--- config.mk ---
export PLATFORM = sky130hd
export DESIGN_NAME = chunked_download_retry_controller_unit
export DESIGN_NICKNAME = d
export VERILOG_FILES = /design/src/hdl/cdrc_pkg.sv /design/src/hdl/cdrc_engine.sv /design/src/hdl/chunked_download_retry_controller_unit.sv
export SDC_FILE = /design/constraint.sdc
export NUM_CORES = 1
export LEC_CHECK = 0
export ABC_AREA = 1
export ABC_CLOCK_PERIOD_IN_PS = 11400
export BUFFER_PORTS_ARGS = -buffer_cell sky130_fd_sc_hd__buf_4
export CAP_MARGIN = 20
export CORE_MARGIN = 8
export CORE_UTILIZATION = 50
export DETAILED_ROUTE_END_ITERATION = 10
export HOLD_SLACK_MARGIN = 0.02
export PLACE_DENSITY = 0.71
export REMOVE_ABC_BUFFERS = 1
export SLEW_MARGIN = 10
export SYNTH_ARGS = -nofsm -noshare
export SYNTH_HDL_FRONTEND = slang
export SYNTH_SLANG_ARGS = --single-unit
--- constraint.sdc ---
create_clock -name clk -period 11.4 [get_ports clk]
set_input_delay 1.14 -clock clk [delete_from_list [all_inputs] [get_ports clk]]
set_output_delay 1.14 -clock clk [all_outputs]
set_load 0.01 [all_outputs]
--- src/hdl/cdrc_pkg.sv ---
// shared types and codes for the chunked download retry controller
// no dependencies; imported by cdrc_engine and the top level
package cdrc_pkg;

  localparam int OFFSET_BITS = 24;
  localparam int LEN_BITS    = 16;
  localparam int TIMER_BITS  = 16;
  localparam int ATT_BITS    = 4;
  localparam int APB_AW      = 4;
  localparam int APB_DW      = 32;

  // register indexes
  localparam logic [1:0] REG_PERMIT_WAIT = 2'd0;
  localparam logic [1:0] REG_CHUNK_WAIT  = 2'd1;
  localparam logic [1:0] REG_MAX_ATT     = 2'd2;
  localparam logic [1:0] REG_CHUNK_MAX   = 2'd3;

  // event kinds
  localparam logic [2:0] KIND_TICK    = 3'd0;
  localparam logic [2:0] KIND_UPDATE  = 3'd1;
  localparam logic [2:0] KIND_ENABLE  = 3'd2;
  localparam logic [2:0] KIND_SEGMENT = 3'd3;
  localparam logic [2:0] KIND_ABORT   = 3'd4;

  typedef enum logic [1:0] {
    PH_IDLE  = 2'd0,
    PH_WAIT  = 2'd1,
    PH_FETCH = 2'd2
  } phase_t;

  typedef enum logic [3:0] {
    ACT_NONE           = 4'd0,
    ACT_ANNOUNCE       = 4'd1,
    ACT_START          = 4'd2,
    ACT_NEXT           = 4'd3,
    ACT_RETRY          = 4'd4,
    ACT_SUCCESS        = 4'd5,
    ACT_VALIDATE_FAIL  = 4'd6,
    ACT_WRITE_FAIL     = 4'd7,
    ACT_INIT_FAIL      = 4'd8,
    ACT_PERMIT_TIMEOUT = 4'd9,
    ACT_GAVE_UP        = 4'd10,
    ACT_ABORT          = 4'd11
  } action_t;

  typedef struct packed {
    logic [2:0]             kind;
    logic [OFFSET_BITS-1:0] total_length;
    logic [OFFSET_BITS-1:0] seg_start;
    logic [LEN_BITS-1:0]    seg_length;
    logic                   op_ok;
    logic                   validate_ok;
  } in_item_t;

  typedef struct packed {
    logic [3:0]             action;
    logic [OFFSET_BITS-1:0] req_offset;
    logic [LEN_BITS-1:0]    req_length;
    logic [1:0]             phase_out;
  } out_item_t;

  typedef struct packed {
    logic [TIMER_BITS-1:0] permit_wait_ticks;
    logic [TIMER_BITS-1:0] chunk_wait_ticks;
    logic [ATT_BITS-1:0]   max_attempts;
    logic [LEN_BITS-1:0]   chunk_max_len;
  } cfg_t;

endpackage

--- src/hdl/cdrc_engine.sv ---
// download state and the per-item decision logic
// depends on cdrc_pkg; state moves only when step is high
module cdrc_engine import cdrc_pkg::*; (
  input  logic      clk,
  input  logic      rst,
  input  logic      step,
  input  in_item_t  item,
  input  cfg_t      cfg,
  output out_item_t result
);

  phase_t                 phase, phase_next;
  logic [TIMER_BITS-1:0]  wait_timer, wait_timer_next;
  logic [ATT_BITS-1:0]    attempt_count, attempt_count_next;
  logic [OFFSET_BITS-1:0] current_offset, current_offset_next;
  logic [OFFSET_BITS-1:0] image_length, image_length_next;

  action_t                action;
  logic [TIMER_BITS-1:0]  timer_dec;
  logic [ATT_BITS-1:0]    att_inc;
  logic [OFFSET_BITS:0]   seg_sum;
  logic [OFFSET_BITS-1:0] seg_end;
  logic [OFFSET_BITS-1:0] req_base;
  logic [OFFSET_BITS-1:0] req_rem;
  logic [LEN_BITS-1:0]    req_len;
  logic                   req_on;

  assign timer_dec = wait_timer - TIMER_BITS'(1);
  assign att_inc   = (attempt_count == '1) ? attempt_count : attempt_count + ATT_BITS'(1);
  assign seg_sum   = (OFFSET_BITS+1)'(current_offset) + (OFFSET_BITS+1)'(item.seg_length);
  // offset saturates at the top of the offset range
  assign seg_end   = seg_sum[OFFSET_BITS] ? '1 : seg_sum[OFFSET_BITS-1:0];

  // decision for the current item
  always_comb begin
    action = ACT_NONE;
    unique case (item.kind)
      KIND_TICK: begin
        if (phase != PH_IDLE && timer_dec == '0) begin
          if (phase == PH_WAIT) begin
            action = ACT_PERMIT_TIMEOUT;
          end else if (att_inc < cfg.max_attempts) begin
            action = ACT_RETRY;
          end else begin
            action = ACT_GAVE_UP;
          end
        end
      end
      KIND_UPDATE: action = ACT_ANNOUNCE;
      KIND_ENABLE: begin
        if (phase == PH_WAIT) begin
          action = item.op_ok ? ACT_START : ACT_INIT_FAIL;
        end
      end
      KIND_SEGMENT: begin
        if (phase == PH_FETCH && item.seg_start == current_offset) begin
          if (!item.op_ok) begin
            action = ACT_WRITE_FAIL;
          end else if (seg_end >= image_length) begin
            action = item.validate_ok ? ACT_SUCCESS : ACT_VALIDATE_FAIL;
          end else begin
            action = ACT_NEXT;
          end
        end
      end
      KIND_ABORT: action = ACT_ABORT;
      default:    action = ACT_NONE;
    endcase
  end

  // chunk request from the offset that holds after this item
  always_comb begin
    unique case (item.kind)
      KIND_ENABLE:  req_base = '0;
      KIND_SEGMENT: req_base = seg_end;
      default:      req_base = current_offset;
    endcase
    req_rem = (image_length > req_base) ? image_length - req_base : '0;
    req_len = (req_rem > OFFSET_BITS'(cfg.chunk_max_len)) ? cfg.chunk_max_len
                                                           : req_rem[LEN_BITS-1:0];
    req_on  = (action == ACT_START) || (action == ACT_NEXT) || (action == ACT_RETRY);
  end

  // next state
  always_comb begin
    phase_next          = phase;
    wait_timer_next     = wait_timer;
    attempt_count_next  = attempt_count;
    current_offset_next = current_offset;
    image_length_next   = image_length;
    unique case (action)
      ACT_NONE: begin
        if (item.kind == KIND_TICK && phase != PH_IDLE) begin
          wait_timer_next = timer_dec;
        end
      end
      ACT_ANNOUNCE: begin
        image_length_next = item.total_length;
        wait_timer_next   = cfg.permit_wait_ticks;
        phase_next        = PH_WAIT;
      end
      ACT_START: begin
        current_offset_next = '0;
        attempt_count_next  = '0;
        wait_timer_next     = cfg.chunk_wait_ticks;
        phase_next          = PH_FETCH;
      end
      ACT_NEXT: begin
        current_offset_next = seg_end;
        attempt_count_next  = '0;
        wait_timer_next     = cfg.chunk_wait_ticks;
      end
      ACT_RETRY: begin
        attempt_count_next = att_inc;
        wait_timer_next    = cfg.chunk_wait_ticks;
      end
      ACT_SUCCESS, ACT_VALIDATE_FAIL: begin
        current_offset_next = seg_end;
        phase_next          = PH_IDLE;
      end
      ACT_GAVE_UP: begin
        attempt_count_next = att_inc;
        wait_timer_next    = timer_dec;
        phase_next         = PH_IDLE;
      end
      ACT_PERMIT_TIMEOUT: begin
        wait_timer_next = timer_dec;
        phase_next      = PH_IDLE;
      end
      ACT_WRITE_FAIL, ACT_INIT_FAIL, ACT_ABORT: phase_next = PH_IDLE;
      default: phase_next = phase;
    endcase
  end

  always_comb begin
    result.action     = action;
    result.req_offset = req_on ? req_base : '0;
    result.req_length = req_on ? req_len : '0;
    result.phase_out  = phase_next;
  end

  always_ff @(posedge clk) begin
    if (rst) begin
      phase          <= PH_IDLE;
      wait_timer     <= '0;
      attempt_count  <= '0;
      current_offset <= '0;
      image_length   <= '0;
    end else if (step) begin
      phase          <= phase_next;
      wait_timer     <= wait_timer_next;
      attempt_count  <= attempt_count_next;
      current_offset <= current_offset_next;
      image_length   <= image_length_next;
    end
  end

endmodule

--- src/hdl/chunked_download_retry_controller_unit.sv ---
// Chunked download retry controller. Each event item (tick, update request,
// enable, segment, abort) yields exactly one result item with an action code,
// the next chunk request and the phase after the event. An item is held in the
// input register and its result is registered into the output register when
// the item advances, and one item is taken every cycle while the output side
// keeps up; throughput is set only by out_ready. Registers on
// the APB port (permit wait, chunk wait, max attempts, chunk max length) sit at
// byte addresses 0, 4, 8, 12 and should be written only when no item is in flight.
// depends on cdrc_pkg and cdrc_engine
module chunked_download_retry_controller_unit import cdrc_pkg::*; (
  input  logic              clk,
  input  logic              rst,
  input  logic              in_valid,
  output logic              in_ready,
  input  in_item_t          in_data,
  output logic              out_valid,
  input  logic              out_ready,
  output out_item_t         out_data,
  input  logic              psel,
  input  logic              penable,
  input  logic              pwrite,
  input  logic [APB_AW-1:0] paddr,
  input  logic [APB_DW-1:0] pwdata,
  output logic [APB_DW-1:0] prdata,
  output logic              pready
);

  cfg_t      cfg;
  in_item_t  s1_item;
  logic      s1_valid;
  logic      advance;
  out_item_t result;
  logic      cfg_write;
  logic [1:0] reg_index;

  assign pready    = 1'b1;
  assign reg_index = paddr[APB_AW-1:2];
  assign cfg_write = psel && penable && pwrite && pready;

  always_ff @(posedge clk) begin
    if (rst) begin
      cfg.permit_wait_ticks <= TIMER_BITS'(1000);
      cfg.chunk_wait_ticks  <= TIMER_BITS'(100);
      cfg.max_attempts      <= ATT_BITS'(3);
      cfg.chunk_max_len     <= LEN_BITS'(4096);
    end else if (cfg_write) begin
      unique case (reg_index)
        REG_PERMIT_WAIT: cfg.permit_wait_ticks <= pwdata[TIMER_BITS-1:0];
        REG_CHUNK_WAIT:  cfg.chunk_wait_ticks  <= pwdata[TIMER_BITS-1:0];
        REG_MAX_ATT:     cfg.max_attempts      <= pwdata[ATT_BITS-1:0];
        REG_CHUNK_MAX:   cfg.chunk_max_len     <= pwdata[LEN_BITS-1:0];
        default: ;
      endcase
    end
  end

  always_comb begin
    unique case (reg_index)
      REG_PERMIT_WAIT: prdata = APB_DW'(cfg.permit_wait_ticks);
      REG_CHUNK_WAIT:  prdata = APB_DW'(cfg.chunk_wait_ticks);
      REG_MAX_ATT:     prdata = APB_DW'(cfg.max_attempts);
      REG_CHUNK_MAX:   prdata = APB_DW'(cfg.chunk_max_len);
      default:         prdata = '0;
    endcase
  end

  // item moves from the input register to the output register
  assign advance  = s1_valid && (!out_valid || out_ready);
  assign in_ready = !s1_valid || advance;

  always_ff @(posedge clk) begin
    if (rst) begin
      s1_valid <= 1'b0;
    end else if (in_ready) begin
      s1_valid <= in_valid;
    end
  end

  always_ff @(posedge clk) begin
    if (in_valid && in_ready) begin
      s1_item <= in_data;
    end
  end

  cdrc_engine u_engine (
    .clk    (clk),
    .rst    (rst),
    .step   (advance),
    .item   (s1_item),
    .cfg    (cfg),
    .result (result)
  );

  always_ff @(posedge clk) begin
    if (rst) begin
      out_valid <= 1'b0;
    end else if (advance) begin
      out_valid <= 1'b1;
    end else if (out_ready) begin
      out_valid <= 1'b0;
    end
  end

  always_ff @(posedge clk) begin
    if (advance) begin
      out_data <= result;
    end
  end

`ifndef SYNTHESIS
  a_req_zero: assert property (@(posedge clk) disable iff (rst)
    out_valid && !(out_data.action == ACT_START || out_data.action == ACT_NEXT ||
                   out_data.action == ACT_RETRY)
    |-> out_data.req_offset == '0 && out_data.req_length == '0)
    else $error("request fields set on an action without a request");

  a_req_cap: assert property (@(posedge clk) disable iff (rst)
    out_valid |-> out_data.req_length <= cfg.chunk_max_len)
    else $error("chunk request longer than the chunk maximum");

  a_end_idle: assert property (@(posedge clk) disable iff (rst)
    out_valid && (out_data.action == ACT_SUCCESS || out_data.action == ACT_GAVE_UP ||
                  out_data.action == ACT_ABORT || out_data.action == ACT_WRITE_FAIL)
    |-> out_data.phase_out == PH_IDLE)
    else $error("terminal action left the controller busy");

  a_hold: assert property (@(posedge clk) disable iff (rst)
    s1_valid && !advance |=> s1_valid && $stable(s1_item))
    else $error("stalled item lost from the input register");
`endif

endmodule

==> Word level (Yosys, flattened, before mapping) <==
Index checks and enable logic that the tools add are counted.
{ "word_totals": {"out_inout_bits": 81, "ff_bits": 239, "latchBits": 0, "in_bits": 112, "word_cells": 111, "ram_bits": 0, "rom_bits": 0, "mem_count": 0} }
{ "op_classes": {"n_mul": 0, "n_bitwise": 0, "order_cmp": 4, "n_reduce_logical": 36, "shift": 0, "n_mux": 23, "n_eq_ne": 23, "n_addsub": 4, "div": 0} }
{ "ops": {"columns": ["cell", "n"], "rows": [
  ["32-bit one-hot mux with 4 select lines", 1],
  ["24-bit one-hot mux with 2 select lines", 2],
  ["16-bit one-hot mux with 4 select lines", 1],
  ["24-bit two-way mux", 2],
  ["4-bit two-way mux", 9],
  ["16-bit two-way mux", 2],
  ["24-bit by 16-bit adder with 25-bit output", 1],
  ["24-bit == test", 1],
  ["24-bit greater-or-equal comparator", 1],
  ["24-bit by 16-bit greater-than comparator with 1-bit output", 1],
  ["24-bit greater-than comparator", 1],
  ["24-bit subtractor", 1],
  ["4-bit == test (second input constant)", 5],
  ["4-bit one-hot mux with 5 select lines", 1],
  ["4-bit by 3-bit == test with 1-bit output (second input constant)", 4],
  ["16-bit zero test", 1],
  ["16-bit by 1-bit subtractor with 16-bit output (second input constant)", 1],
  ["2-bit AND reduction", 7],
  ["4-bit by 2-bit == test with 1-bit output (second input constant)", 2],
  ["4-bit one-hot mux with 2 select lines", 1],
  ["2-bit nonzero test", 4],
  ["1-bit logical AND", 7],
  ["7-bit OR reduction", 1],
  ["2-bit == test (second input constant)", 3],
  ["other kinds (20)", 30]
]} }

==> Logic depth before layout (Yosys ltp) <==
Gate-level depths: netlist (run 1).
{ "logic_depth": {"word_depth": 11, "mapped_depth": 43, "ltp_nobuf": 40} }

==> Modules after synthesis <==
Synthesis (run 1) repeated with hierarchy kept, for this count alone.
{ "hier_totals": {"hier_cells": 2036, "hier_area_um2": 15094.5} }
{ "by_module_without_submodules": {"columns": ["mod", "area_per_inst_um2", "seq_area_each_um2", "instances", "cells_each"], "rows": [
  ["cdrc_engine", 9026.2, 1401.3, 1, 1517],
  ["chunked_download_retry_controller_unit", 6068.3, 4534.3, 1, 519]
]} }

==> Least setup slack after synthesis (run 1) <==
OpenSTA, ideal clock, no wires.
{ "synth_timing": {"path_kind": "register to register", "from": "reg s1_item[2] (netlist name)", "to": "reg out_data[10] (netlist name) (data pin)", "path_stages_with_launch": 40, "setup_ns": 0.249, "path_buffers": 4, "arrival_time_ns": 5.547, "period_less_slack_ns": 5.797, "setup_slack_ns": 5.603, "required_ns": 11.151, "path_cell_list": "edfxtp_1 -> ha_1 -> fa_1 -> nand3_1 -> nand2_1 -> nand2_1 -> nand2_1 -> inv_1 -> o21ai_0 -> nand3_1 -> nand2_1 -> clkinv_1 -> clkbuf_1 -> nand2_1 -> a22oi_1 -> ha_1 -> a21oi_1 -> nand2_1 -> [... 4 more ...] -> nand2_1 -> buf_2 -> buf_1 -> nor2_1 -> ha_1 -> nand2_1 -> inv_1 -> nand3_1 -> a31oi_1 -> a2111oi_0 -> o21ai_0 -> nand2_1 -> nand3_2 -> buf_2 -> nand2_1 -> nand2_1 -> nand2_1 -> inv_1"} }
{ "synth_via": {"elab_chain_cells": 10, "word_cells_on_any_way": 18, "cone_classes": "add/sub (2); order compare (3); eq/ne (3); mux (8); reduce/logical (2)"} }
{ "synth_lines": {"columns": ["item", "line", "rtl"], "rows": [
  ["from (decl)", "chunked_download_retry_controller_unit.sv:29", "in_item_t s1_item;"],
  ["from (signal assigned)", "chunked_download_retry_controller_unit.sv:81", "s1_item <= in_data;"],
  ["24-bit by 16-bit adder with 25-bit output (*)", "cdrc_engine.sv:30", "assign seg_sum = (OFFSET_BITS+1)'(current_offset) + (OFFSET_BITS+1)'(item.seg_length);"],
  ["24-bit two-way mux (*)", "cdrc_engine.sv:32", "assign seg_end = seg_sum[OFFSET_BITS] ? '1 : seg_sum[OFFSET_BITS-1:0];"],
  ["branches (longest 8 deep; another with 24-bit subtractor)", null, null],
  ["to (signal assigned)", "chunked_download_retry_controller_unit.sv:106", "out_data <= result;"],
  ["to (decl)", "chunked_download_retry_controller_unit.sv:18", "output out_item_t out_data,"]
]} }
Mark *: on every way between the ends.
A chain may end at the register's enable or synchronous reset.

==> Final worst setup path (run 1) <==
{ "layout_timing": {"from": "reg u_engine.current_offset[1]", "to": "reg out_data[17] (netlist name) (data pin)"} }
{ "layout_via": {"elab_chain_cells": 10, "word_cells_on_any_way": 20, "cone_classes": "add/sub (2); order compare (3); eq/ne (4); mux (8); reduce/logical (3)"} }
{ "layout_lines": {"columns": ["item", "line", "rtl"], "rows": [
  ["from (decl)", "cdrc_engine.sv:15", "logic [OFFSET_BITS-1:0] current_offset, current_offset_next;"],
  ["from (signal assigned)", "cdrc_engine.sv:153", "current_offset <= current_offset_next;"],
  ["branches (longest 10 deep; another with 24-bit by 16-bit adder with 25-bit output)", null, null]
]} }
Several ways; the timed one is not identified.

==> flow_summary.toml, run 1 <==
[timing]
relSlewSlack_pct = 39.1
max_freq_mhz = 133
skew_ns = 0.0105
period_share_pct = 66.0
drv_slew = 0
worst_slack_ns = 3.87
setup_viol = 0
fin_setup_tns_ns = 0
post-route-min-period_ns = 7.53
tightestPinTransition_ns = 0.912
rsz0062_at_grt = "no"
finalHoldViolCount = 0

[clock_tree]
cts_resized = 0
numCtsBuffers = 27
cts_setup_buffers = 0
clock_path_buffers = 3
numClockSinks = 239
cts_htree_levels = 1
cts_hold_buf = 0
cts_root_buffer = "clkbuf_16"
cts_tree = "done"
cts.clk_slew.worst_paths_ns = 0.06
clock_latency_ns = 0.54

[final_layout]
areaGrowthSynthToFinish_pct = 15.8
drive_gt1_share_pct = 14.7
layout_common_cells = "425 x nand2_1, 214 x nor2_1, 199 x inv_1, 163 x buf_4, 127 x nand3_1"
utilization_pct = 58.7
antennaDiodeCount = 0
mostFrequentLayoutCell = "nand2_1"
fin_area_um2 = 16800
layout.nets = 2230

[setup_path]
slowest_delay_ns = 0.59
critPathLaunch = "u_engine.current_offset[1]$_SDFFE_PP0P_"
worst-setup-path-type = "reg -> reg"
crit_slowest_cell = "dfxtp_1"
path_common_cell = "nand2_1"
cp.required_ns = 11.70
rr_startpoint = "u_engine.current_offset[1]$_SDFFE_PP0P_"
crit_fanout = 20
crit_path_end_kind = "flip-flop"
worstPathArrival_ns = 7.83
start_kind = "flip-flop"

[drt]
routed_wl_mm = 41.2
wl_per_cell_um = 16.9
firstDrtPassIters = 5
wl_met1_mm = 17.7
drc = 0
dr_wl_met2_mm = 19.1
ant_nets = 0
wl_met3_mm = 2.74
top_layer = "met4"
drt_iter0_drc = 1056
vias = 13284
via_per_inst = 5.46

[synthesis]
synth.distinct_cells = 55
ys_warn_count = 0
ys_async_sr_fraction_pct = 0
synth_cells = 1899
synth.avg_cell_area_um2 = 7.65
synth_edf_count = 115
synth_seq_cells = 239
synth-seq-area-share_pct = 40.9
synthFlopType = "dfxtp_1"
synth_area_um2 = 14500

[floorplanning]
fp.coreArea_um2 = 28600
die_x_um = 186
die-height_um = 186
ios = 193
rows = 62
start_util_pct = 50.7
die-area_um2 = 34700

[placement]
placed_area_um2 = 15900
post-place-ws_ns = 3.97
dp.final_hpwl_mm = 32.2
port-buffer-count = 157
gp_congestion = 0.940

[grt]
grt_usage_pct = 23.0
antenna_found_initial = 0
grt_pass1_wl_mm = 66.9
first_global_vias = 13210
grt_max_degree = 93
overflow = 0

[pwr]
p_leak_nw = 7.51
ir_drop_uv = 126
powerDensity_nw_per_um2 = 139

[job]
drv_cap = 0

[worst_hold_path]
worstHoldStart = "u_engine.image_length[6]$_SDFFE_PP0P_"
holdCritPathClass = "reg -> reg"

[status]
status = "completed"
[logic make-up (layout without fill, tap and decap cells)]
group | after synthesis | in the layout | synth area share [%]
AOI/OAI and AO/OA | 321 | 321 | 12.9
muxes | 1 | 1 | 0.0776
other | 2 | 17 | 0.0517
xor gates and xnor gates | 36 | 36 | 2.17
DFF | 239 | 239 | 40.9
buffers and inverters | 289 | 426 | 8.19
adders and majority gates | 88 | 88 | 7.69
and+or+nand+nor | 923 | 923 | 28.0
[power by group]
group          internal (mW)  total (mW)  switching [mW]
Sequential             0.935       0.953          0.0185
Clock                  0.532       0.879           0.347
Combinational          0.165       0.499           0.334
[worst paths after layout]
check | endpoint | slack, ns | cells past startpoint
setup / recovery | out_data[17]$_SDFFCE_PN0P_ | 3.87 | 34
hold reg to reg | u_engine.image_length[6]$_SDFFE_PP0P_ | 0.48 | 2
setup reg to reg | out_data[17]$_SDFFCE_PN0P_ | 3.87 | 34
hold / removal | u_engine.image_length[6]$_SDFFE_PP0P_ | 0.48 | 2
[flip-flops by register name, summed over array words and instances, names as in the netlist, 2 cells and up]
register and cells:
u_engine.wait_timer 16, u_engine.attempt_count 4, u_engine.image_length 24, s1_item 69
u_engine.phase 2, out_data 46, u_engine.current_offset 24, cfg 52
[area by class of cell]
cell class / count / area [µm²]
well taps: 384 / 480
flip-flops and latches: 239 / 5940
clock buffers: 36 / 719
fillers: 2594 / 11800
clock inverters: 14 / 171
inverters: 210 / 788
multi-input cells: 1386 / 7450
repair buffers: 166 / 1260
[worst max-delay path, delay by kind of cell (launching register included)]
kind | cells | cell delay [ns]
and+or+nand+nor | 19 | 3.35
AOI/OAI and AO/OA | 8 | 1.58
adders and majority gates | 3 | 1.07
buffers and inverters | 4 | 0.64
DFF | 1 | 0.59
[stage by stage]
stage / hold WS [ns] / instances / total power [mW]
after floorplan: 0.452 / 1835 / 1.30
after global placement: 0.473 / 2382 / 1.46
after detailed placement: 0.479 / 2384 / 1.46
after CTS: 0.487 / 2434 / 2.34
after global routing: 0.502 / 2435 / 2.44
final: 0.482 / 2435 / 2.33
[synthesized netlist by cell type (29+ instances only)]
library cell    n  area share [%]
o21ai_0        99             3.4
nor2_1        214             5.5
nand2_2        29             1.2
nand4_1        57             2.5
nand2_1       425              11
ha_1           86             7.4
nand3_1       127             4.4
a21oi_1       124             4.3
clkbuf_1       43             1.1
edfxtp_1      115              24
dfxtp_1       124              17
inv_1         202             5.2
[layer usage]
metal / global-route usage, % / vias to the layer above
met4: 9.24 / 0
li1: - / 6620
met5: 0 / -
met2: 39.2 / 457
met3: 4.36 / 91
met1: 28.4 / 6116
(Power assumes the default switching activity.)
==> inputs of run 2 (changes only) <==
Settings changed: ABC_CLOCK_PERIOD_IN_PS 11400 to 7100.
Clock period 11.4 ns to 7.1 ns, I/O delays scaled along.
==> flow_summary.toml, run 2 (synthesis results as in run 1) <==
[status]
status = "completed"

[setup_path]
crit_slowest_cell = "dfxtp_1"
ff2ff_path_depth = 35
worstPathArrival_ns = 6.62
crit_fanout = 16
rr_startpoint = "u_engine.current_offset[0]$_SDFFE_PP0P_"
cp_num_buf_inv = 4
slowest_delay_ns = 0.40
cp.required_ns = 7.40
worst-setup-path-type = "reg -> reg"
r2r_end = "out_data[10]$_SDFFCE_PN0P_"
crit_path_end_kind = "flip-flop"
start_kind = "flip-flop"
cp_top_family = "simple AND/OR/NAND/NOR gates"
r2r_slack_ns = 0.78
path_common_cell = "nand2_1"

[worst_hold_path]
worstHoldStart = "in_data[2]"
worstHoldEndpoint = "s1_item[2]$_DFFE_PP_"
min_path_cells = 1
holdCritPathClass = "in -> reg"

[pwr]
p_sw_share_pct = 30.3
powerDensity_nw_per_um2 = 224
power.switching_mw = 1.15
p_comb_share_pct = 21.9
power_frac_clock_pct = 37.6
p_int_mw = 2.64
power.share.sequential_pct = 40.4
p_leak_nw = 7.57
ir_drop_uv = 188

[floorplanning]
die_x_um = 186
start_util_pct = 50.7
die-height_um = 186
rows = 62
ios = 193
die-area_um2 = 34700
fp.coreArea_um2 = 28600

[final_layout]
fin_area_um2 = 16900
seq_area_um2 = 5940
mostFrequentLayoutCell = "nand2_1"
multi_input_area_um2 = 7450
layout_common_cells = "425 x nand2_1, 214 x nor2_1, 199 x inv_1, 176 x buf_4, 127 x nand3_1"
drive_gt1_share_pct = 15.4
areaGrowthSynthToFinish_pct = 16.3
layout.nets = 2241
fillCellCount = 2635
fin_cells = 2445
antennaDiodeCount = 0
top_register = "s1_item"
reg_top3 = "s1_item: 69 flops, cfg: 52 flops, out_data: 46 flops"
largest_reg_flops = 69

[placement]
port-buffer-count = 157
placed_area_um2 = 16000
numPlacedInstances = 2395
gp_congestion = 0.938
dp.final_hpwl_mm = 32.2
post-place-ws_ns = 0.713

[timing]
drv_slew = 0
relSlewSlack_pct = 39.4
tightestPinTransition_ns = 0.909
period_share_pct = 89.0
finalHoldViolCount = 0
post-route-min-period_ns = 6.32
fin_setup_tns_ns = 0
setup_viol = 0
skew_ns = 0.0193
worst_slack_ns = 0.782
max_freq_mhz = 158
timing.hold.ws_ns = 0.336
rsz0062_at_grt = "no"

[drt]
ant_nets = 0
firstDrtPassIters = 6
wl_per_cell_um = 17.1
routed_wl_mm = 41.7
via_per_inst = 5.45
drc = 0
vias = 13333
drt_iter0_drc = 1134

[grt]
grt_usage_pct = 23.0
grt_max_degree = 93
first_global_vias = 12744
antenna_found_initial = 0
overflow = 0
grt_pass1_wl_mm = 66.3

[clock_tree]
numClockSinks = 239
clock_path_buffers = 3
cts_htree_levels = 1
cts_root_buffer = "clkbuf_16"
cts.clk_slew.worst_paths_ns = 0.06
cts_tree = "done"
numCtsBuffers = 27
clock_latency_ns = 0.55

[job]
drv_cap = 0
[run 2: changes by cell type in the layout (fill, tap and decap cells not counted), sizes merged]
cell and change:
clkbuf -3, buf +11, clkinvlp +2
[run 2: power by group through the flow]
stage	clock [mW]	combinational, mW	sequential, mW
global route	1.49	0.929	1.53
detailed placement	0	0.816	1.56
CTS	1.44	0.821	1.53
floorplan	0	0.537	1.56
finish	1.42	0.829	1.53
global placement	0	0.804	1.56
[run 2: how the worst max path moves through the flow]
stage / slack, ns / endpoint / startpoint / cells past startpoint
2_1_floorplan: 1.39 / out_data[10]$_SDFFCE_PN0P_ / u_engine.current_offset[0]$_SDFFE_PP0P_ / 33
3_3_place_gp: 0.84 / out_data[16]$_SDFFCE_PN0P_ / u_engine.current_offset[0]$_SDFFE_PP0P_ / 36
3_5_place_dp: 0.71 / out_data[10]$_SDFFCE_PN0P_ / u_engine.current_offset[0]$_SDFFE_PP0P_ / 35
4_1_cts: 0.66 / out_data[10]$_SDFFCE_PN0P_ / u_engine.current_offset[0]$_SDFFE_PP0P_ / 35
5_1_grt: 0.08 / out_data[16]$_SDFFCE_PN0P_ / s1_item[2]$_DFFE_PP_ / 36
6_report: 0.78 / out_data[10]$_SDFFCE_PN0P_ / u_engine.current_offset[0]$_SDFFE_PP0P_ / 35
[run 2: area by class of cell]
class                           instances  share of cell area (%)
Timing Repair Buffer                  177                    7.91
Tap cell                              384                    2.84
Multi-Input combinational cell       1386                    44.1
Inverter                              210                    4.67
Clock buffer                           33                    4.19
Sequential cell                       239                    35.1
Clock inverter                         16                    1.12
[run 2: timing repair]
action / in CTS / in global routing
buffers inserted: 0 / 0
endpoints found under the setup margin: 0 / 1
gates resized for setup: 0 / 2
hold buffers: 0 / 0
[run 2: worst reg2reg max path, delay by kind of cell, from the launching register on]
kind | cells | cell delay, ns
and+or+nand+nor | 19 | 2.87
buffers and inverters | 4 | 0.25
DFF | 1 | 0.40
AOI/OAI and AO/OA | 7 | 1.35
adders and majority gates | 4 | 1.04
xor gates and xnor gates | 1 | 0.18
[run 2: routing by layer]
layer  track usage, %  share of wire (%)  up-vias
li1                 -                  -     6626
met1             29.2                 43     6100
met2             39.0                 46      516
met3             3.37                6.2       91
met4             9.14                4.2        0
met5                0                  0        -
[run 2: metrics by stage]
step,power [mW],util (%)
2_1_floorplan,2.09,-
3_3_place_gp,2.36,55.8
3_5_place_dp,2.37,55.8
4_1_cts,3.79,58.9
5_1_grt,3.95,59.0
6_report,3.78,59.0
==> inputs of run 3 (changes only) <==
Settings changed: ABC_AREA 1 to default, CORE_MARGIN 8 to 2.
==> flow_summary.toml, run 3 <==
[floorplanning]
die-height_um = 170
die_x_um = 170
fp.coreArea_um2 = 27000
rows = 60
ios = 193
die-area_um2 = 28700
start_util_pct = 50.8

[worst_hold_path]
worstHoldEndpoint = "s1_item[28]$_DFFE_PP_"
holdCritPathClass = "in -> reg"
worstHoldStart = "in_data[28]"
min_path_cells = 1

[final_layout]
seq_area_um2 = 5940
areaGrowthSynthToFinish_pct = 24.5
drive_gt1_share_pct = 23.5
fillCellCount = 2250
layout_common_cells = "305 x buf_4, 181 x nand2_1, 124 x dfxtp_1, 121 x nor2_1, 115 x edfxtp_1"
mostFrequentLayoutCell = "buf_4"
largest_reg_flops = 69
antennaDiodeCount = 0
reg_top3 = "s1_item: 69 flops, cfg: 52 flops, out_data: 46 flops"
multi_input_area_um2 = 7250
layout.nets = 1930
top_register = "s1_item"

[synthesis]
synth_cells = 1467
yosysTopAreaCell = "edfxtp_1"
synth_area_um2 = 13700
synth_top_area_share_pct = 25.2
synth_most_common_cell = "nand2_1"
synth_area_leaders = "edfxtp_1 25%, dfxtp_1 18%, ha_1 7.9%"
ys_async_sr_fraction_pct = 0
synth_seq_cells = 239
synth-seq-area-share_pct = 43.3
ys_warn_count = 0
synth_edf_count = 115
synthTopCellsByCount = "181 x nand2_1, 124 x dfxtp_1, 121 x nor2_1, 115 x edfxtp_1, 97 x a21oi_1"
synthFlopType = "dfxtp_1"
synth.distinct_cells = 86
synth.avg_cell_area_um2 = 9.34

[drt]
firstDrtPassIters = 5
routed_wl_mm = 39.7
drt_iter0_drc = 1020
drc = 0
wl_per_cell_um = 19.0
via_per_inst = 5.82
vias = 12165
ant_nets = 0

[clock_tree]
cts_root_buffer = "clkbuf_16"
clock_path_buffers = 3
numClockSinks = 239
clock_latency_ns = 0.55
cts_htree_levels = 1
numCtsBuffers = 27
cts_hold_buf = 0
cts.clk_slew.worst_paths_ns = 0.06
cts_tree = "done"

[setup_path]
ff2ff_path_depth = 34
worst-setup-path-type = "reg -> reg"
crit_slowest_cell = "fa_1"
r2r_end = "out_data[6]$_SDFFCE_PN0P_"
slowest_delay_ns = 0.47
rr_startpoint = "s1_item[11]$_DFFE_PP_"
cp.required_ns = 7.39
start_kind = "flip-flop"
crit_path_end_kind = "flip-flop"
path_common_cell = "buf_4"
worstPathArrival_ns = 7.07
crit_fanout = 8
r2r_slack_ns = 0.32

[placement]
gp_congestion = 0.945
post-place-ws_ns = -0.424
dp.final_hpwl_mm = 29.8
port-buffer-count = 157

[grt]
overflow = 0
grt_pass1_wl_mm = 62.1
antenna_found_initial = 0
first_global_vias = 11666
grt_max_degree = 70
grt_usage_pct = 27.2

[timing]
max_freq_mhz = 147
finalHoldViolCount = 0
tightestPinTransition_ns = 0.919
setup_viol = 0
relSlewSlack_pct = 38.6
period_share_pct = 95.5
drv_slew = 0
worst_slack_ns = 0.317
post-route-min-period_ns = 6.78
fin_setup_tns_ns = 0
skew_ns = 0.0179

[status]
status = "completed"

[pwr]
finalPower_mw = 3.58
p_leak_nw = 7.10
powerDensity_nw_per_um2 = 210
ir_drop_uv = 187

[job]
drv_cap = 0
==> run 3: changes by cell type in the layout (fill, tap and decap cells not counted), moves of 28 or more <==
| cell | change |
|---|---|
| mux2i_1 | +42 |
| nand4_1 | -43 |
| buf_4 | +129 |
| nand2_2 | -29 |
| nor2_1 | -93 |
| nand3_1 | -67 |
| a21oi_1 | -28 |
| nand2_1 | -244 |
| o21ai_0 | -39 |
| inv_1 | -133 |
==> run 3: power breakdown <==
group,total [mW],switching (mW),internal [mW]
Clock,1.36,0.568,0.795
Combinational,0.691,0.377,0.314
Sequential,1.53,0.0336,1.50
==> run 3: layout make-up <==
| cell class | instances | share of cell area [%] |
|---|---|---|
| inverter | 67 | 1.48 |
| tap | 341 | 2.50 |
| sequential | 239 | 34.8 |
| timing repair buffer | 307 | 13.6 |
| multi-input combinational | 1088 | 42.5 |
| clock inverter | 15 | 0.815 |
| clock buffer | 35 | 4.26 |
==> run 3: routing by layer <==
layer / GRT usage (%) / part of all wire (%) / up-vias
met1: 35.5 / 42 / 5746
li1: - / - / 5847
met5: 0 / 0 / -
met3: 4.27 / 6.9 / 76
met4: 10.2 / 3.6 / 0
met2: 45.7 / 48 / 496
==> run 3: critical path, delay by kind of cell, from the launching register on <==
family | cells | cell delay (ns)
compound gates | 13 | 2.33
simple gates | 11 | 1.56
fa+ha+maj | 3 | 1.05
buf+inv | 7 | 1.13
flops | 1 | 0.42
==> run 3: cells by family after synthesis <==
| group | count (synthesis) | synth area share (%) |
|---|---|---|
| AND/OR/NAND/NOR | 521 | 18.5 |
| AO/OA/AOI/OAI | 351 | 16.8 |
| flip-flops | 239 | 43.3 |
| buffers and inverters | 155 | 5.26 |
| adder cells (fa/ha/maj) | 88 | 8.15 |
| XOR/XNOR | 60 | 3.84 |
| multiplexers | 51 | 4.13 |
| other | 2 | 0.0548 |
==> run 3: what timing repair did <==
action | 4_1_cts | 5_1_grt
setup endpoints to repair | 16 | 16
pin swaps | 5 | 8
buffers inserted | 2 | 6
resized for setup | 10 | 23
cloned | 0 | 0
==> run 3: worst max path at each step <==
| stage | from | to |
|---|---|---|
| 3_5_place_dp | s1_item[2]$_DFFE_PP_ | out_data[13]$_SDFFCE_PN0P_ |
| 3_3_place_gp | s1_item[2]$_DFFE_PP_ | out_data[2]$_SDFFCE_PN0P_ |
| 4_1_cts | s1_item[2]$_DFFE_PP_ | out_data[6]$_SDFFCE_PN0P_ |
| 5_1_grt | s1_item[12]$_DFFE_PP_ | out_data[6]$_SDFFCE_PN0P_ |
| 6_report | s1_item[11]$_DFFE_PP_ | out_data[6]$_SDFFCE_PN0P_ |
| 2_1_floorplan | s1_item[12]$_DFFE_PP_ | out_data[10]$_SDFFCE_PN0P_ |
==> run 3: stage by stage <==
| stage | hold WS (ns) | utilization (%) | std cells | cell area, µm² |
|---|---|---|---|---|
| 6_report | 0.335 | 63.3 | 2092 | 17100 |
| 5_1_grt | 0.319 | 63.3 | 2092 | 17100 |
| 4_1_cts | 0.314 | 62.7 | 2085 | 16900 |
| 3_5_place_dp | 0.463 | 59.3 | 2033 | 16000 |
| 3_3_place_gp | 0.458 | 59.3 | 2033 | 16000 |
| 2_1_floorplan | 0.440 | - | 1394 | 13300 |
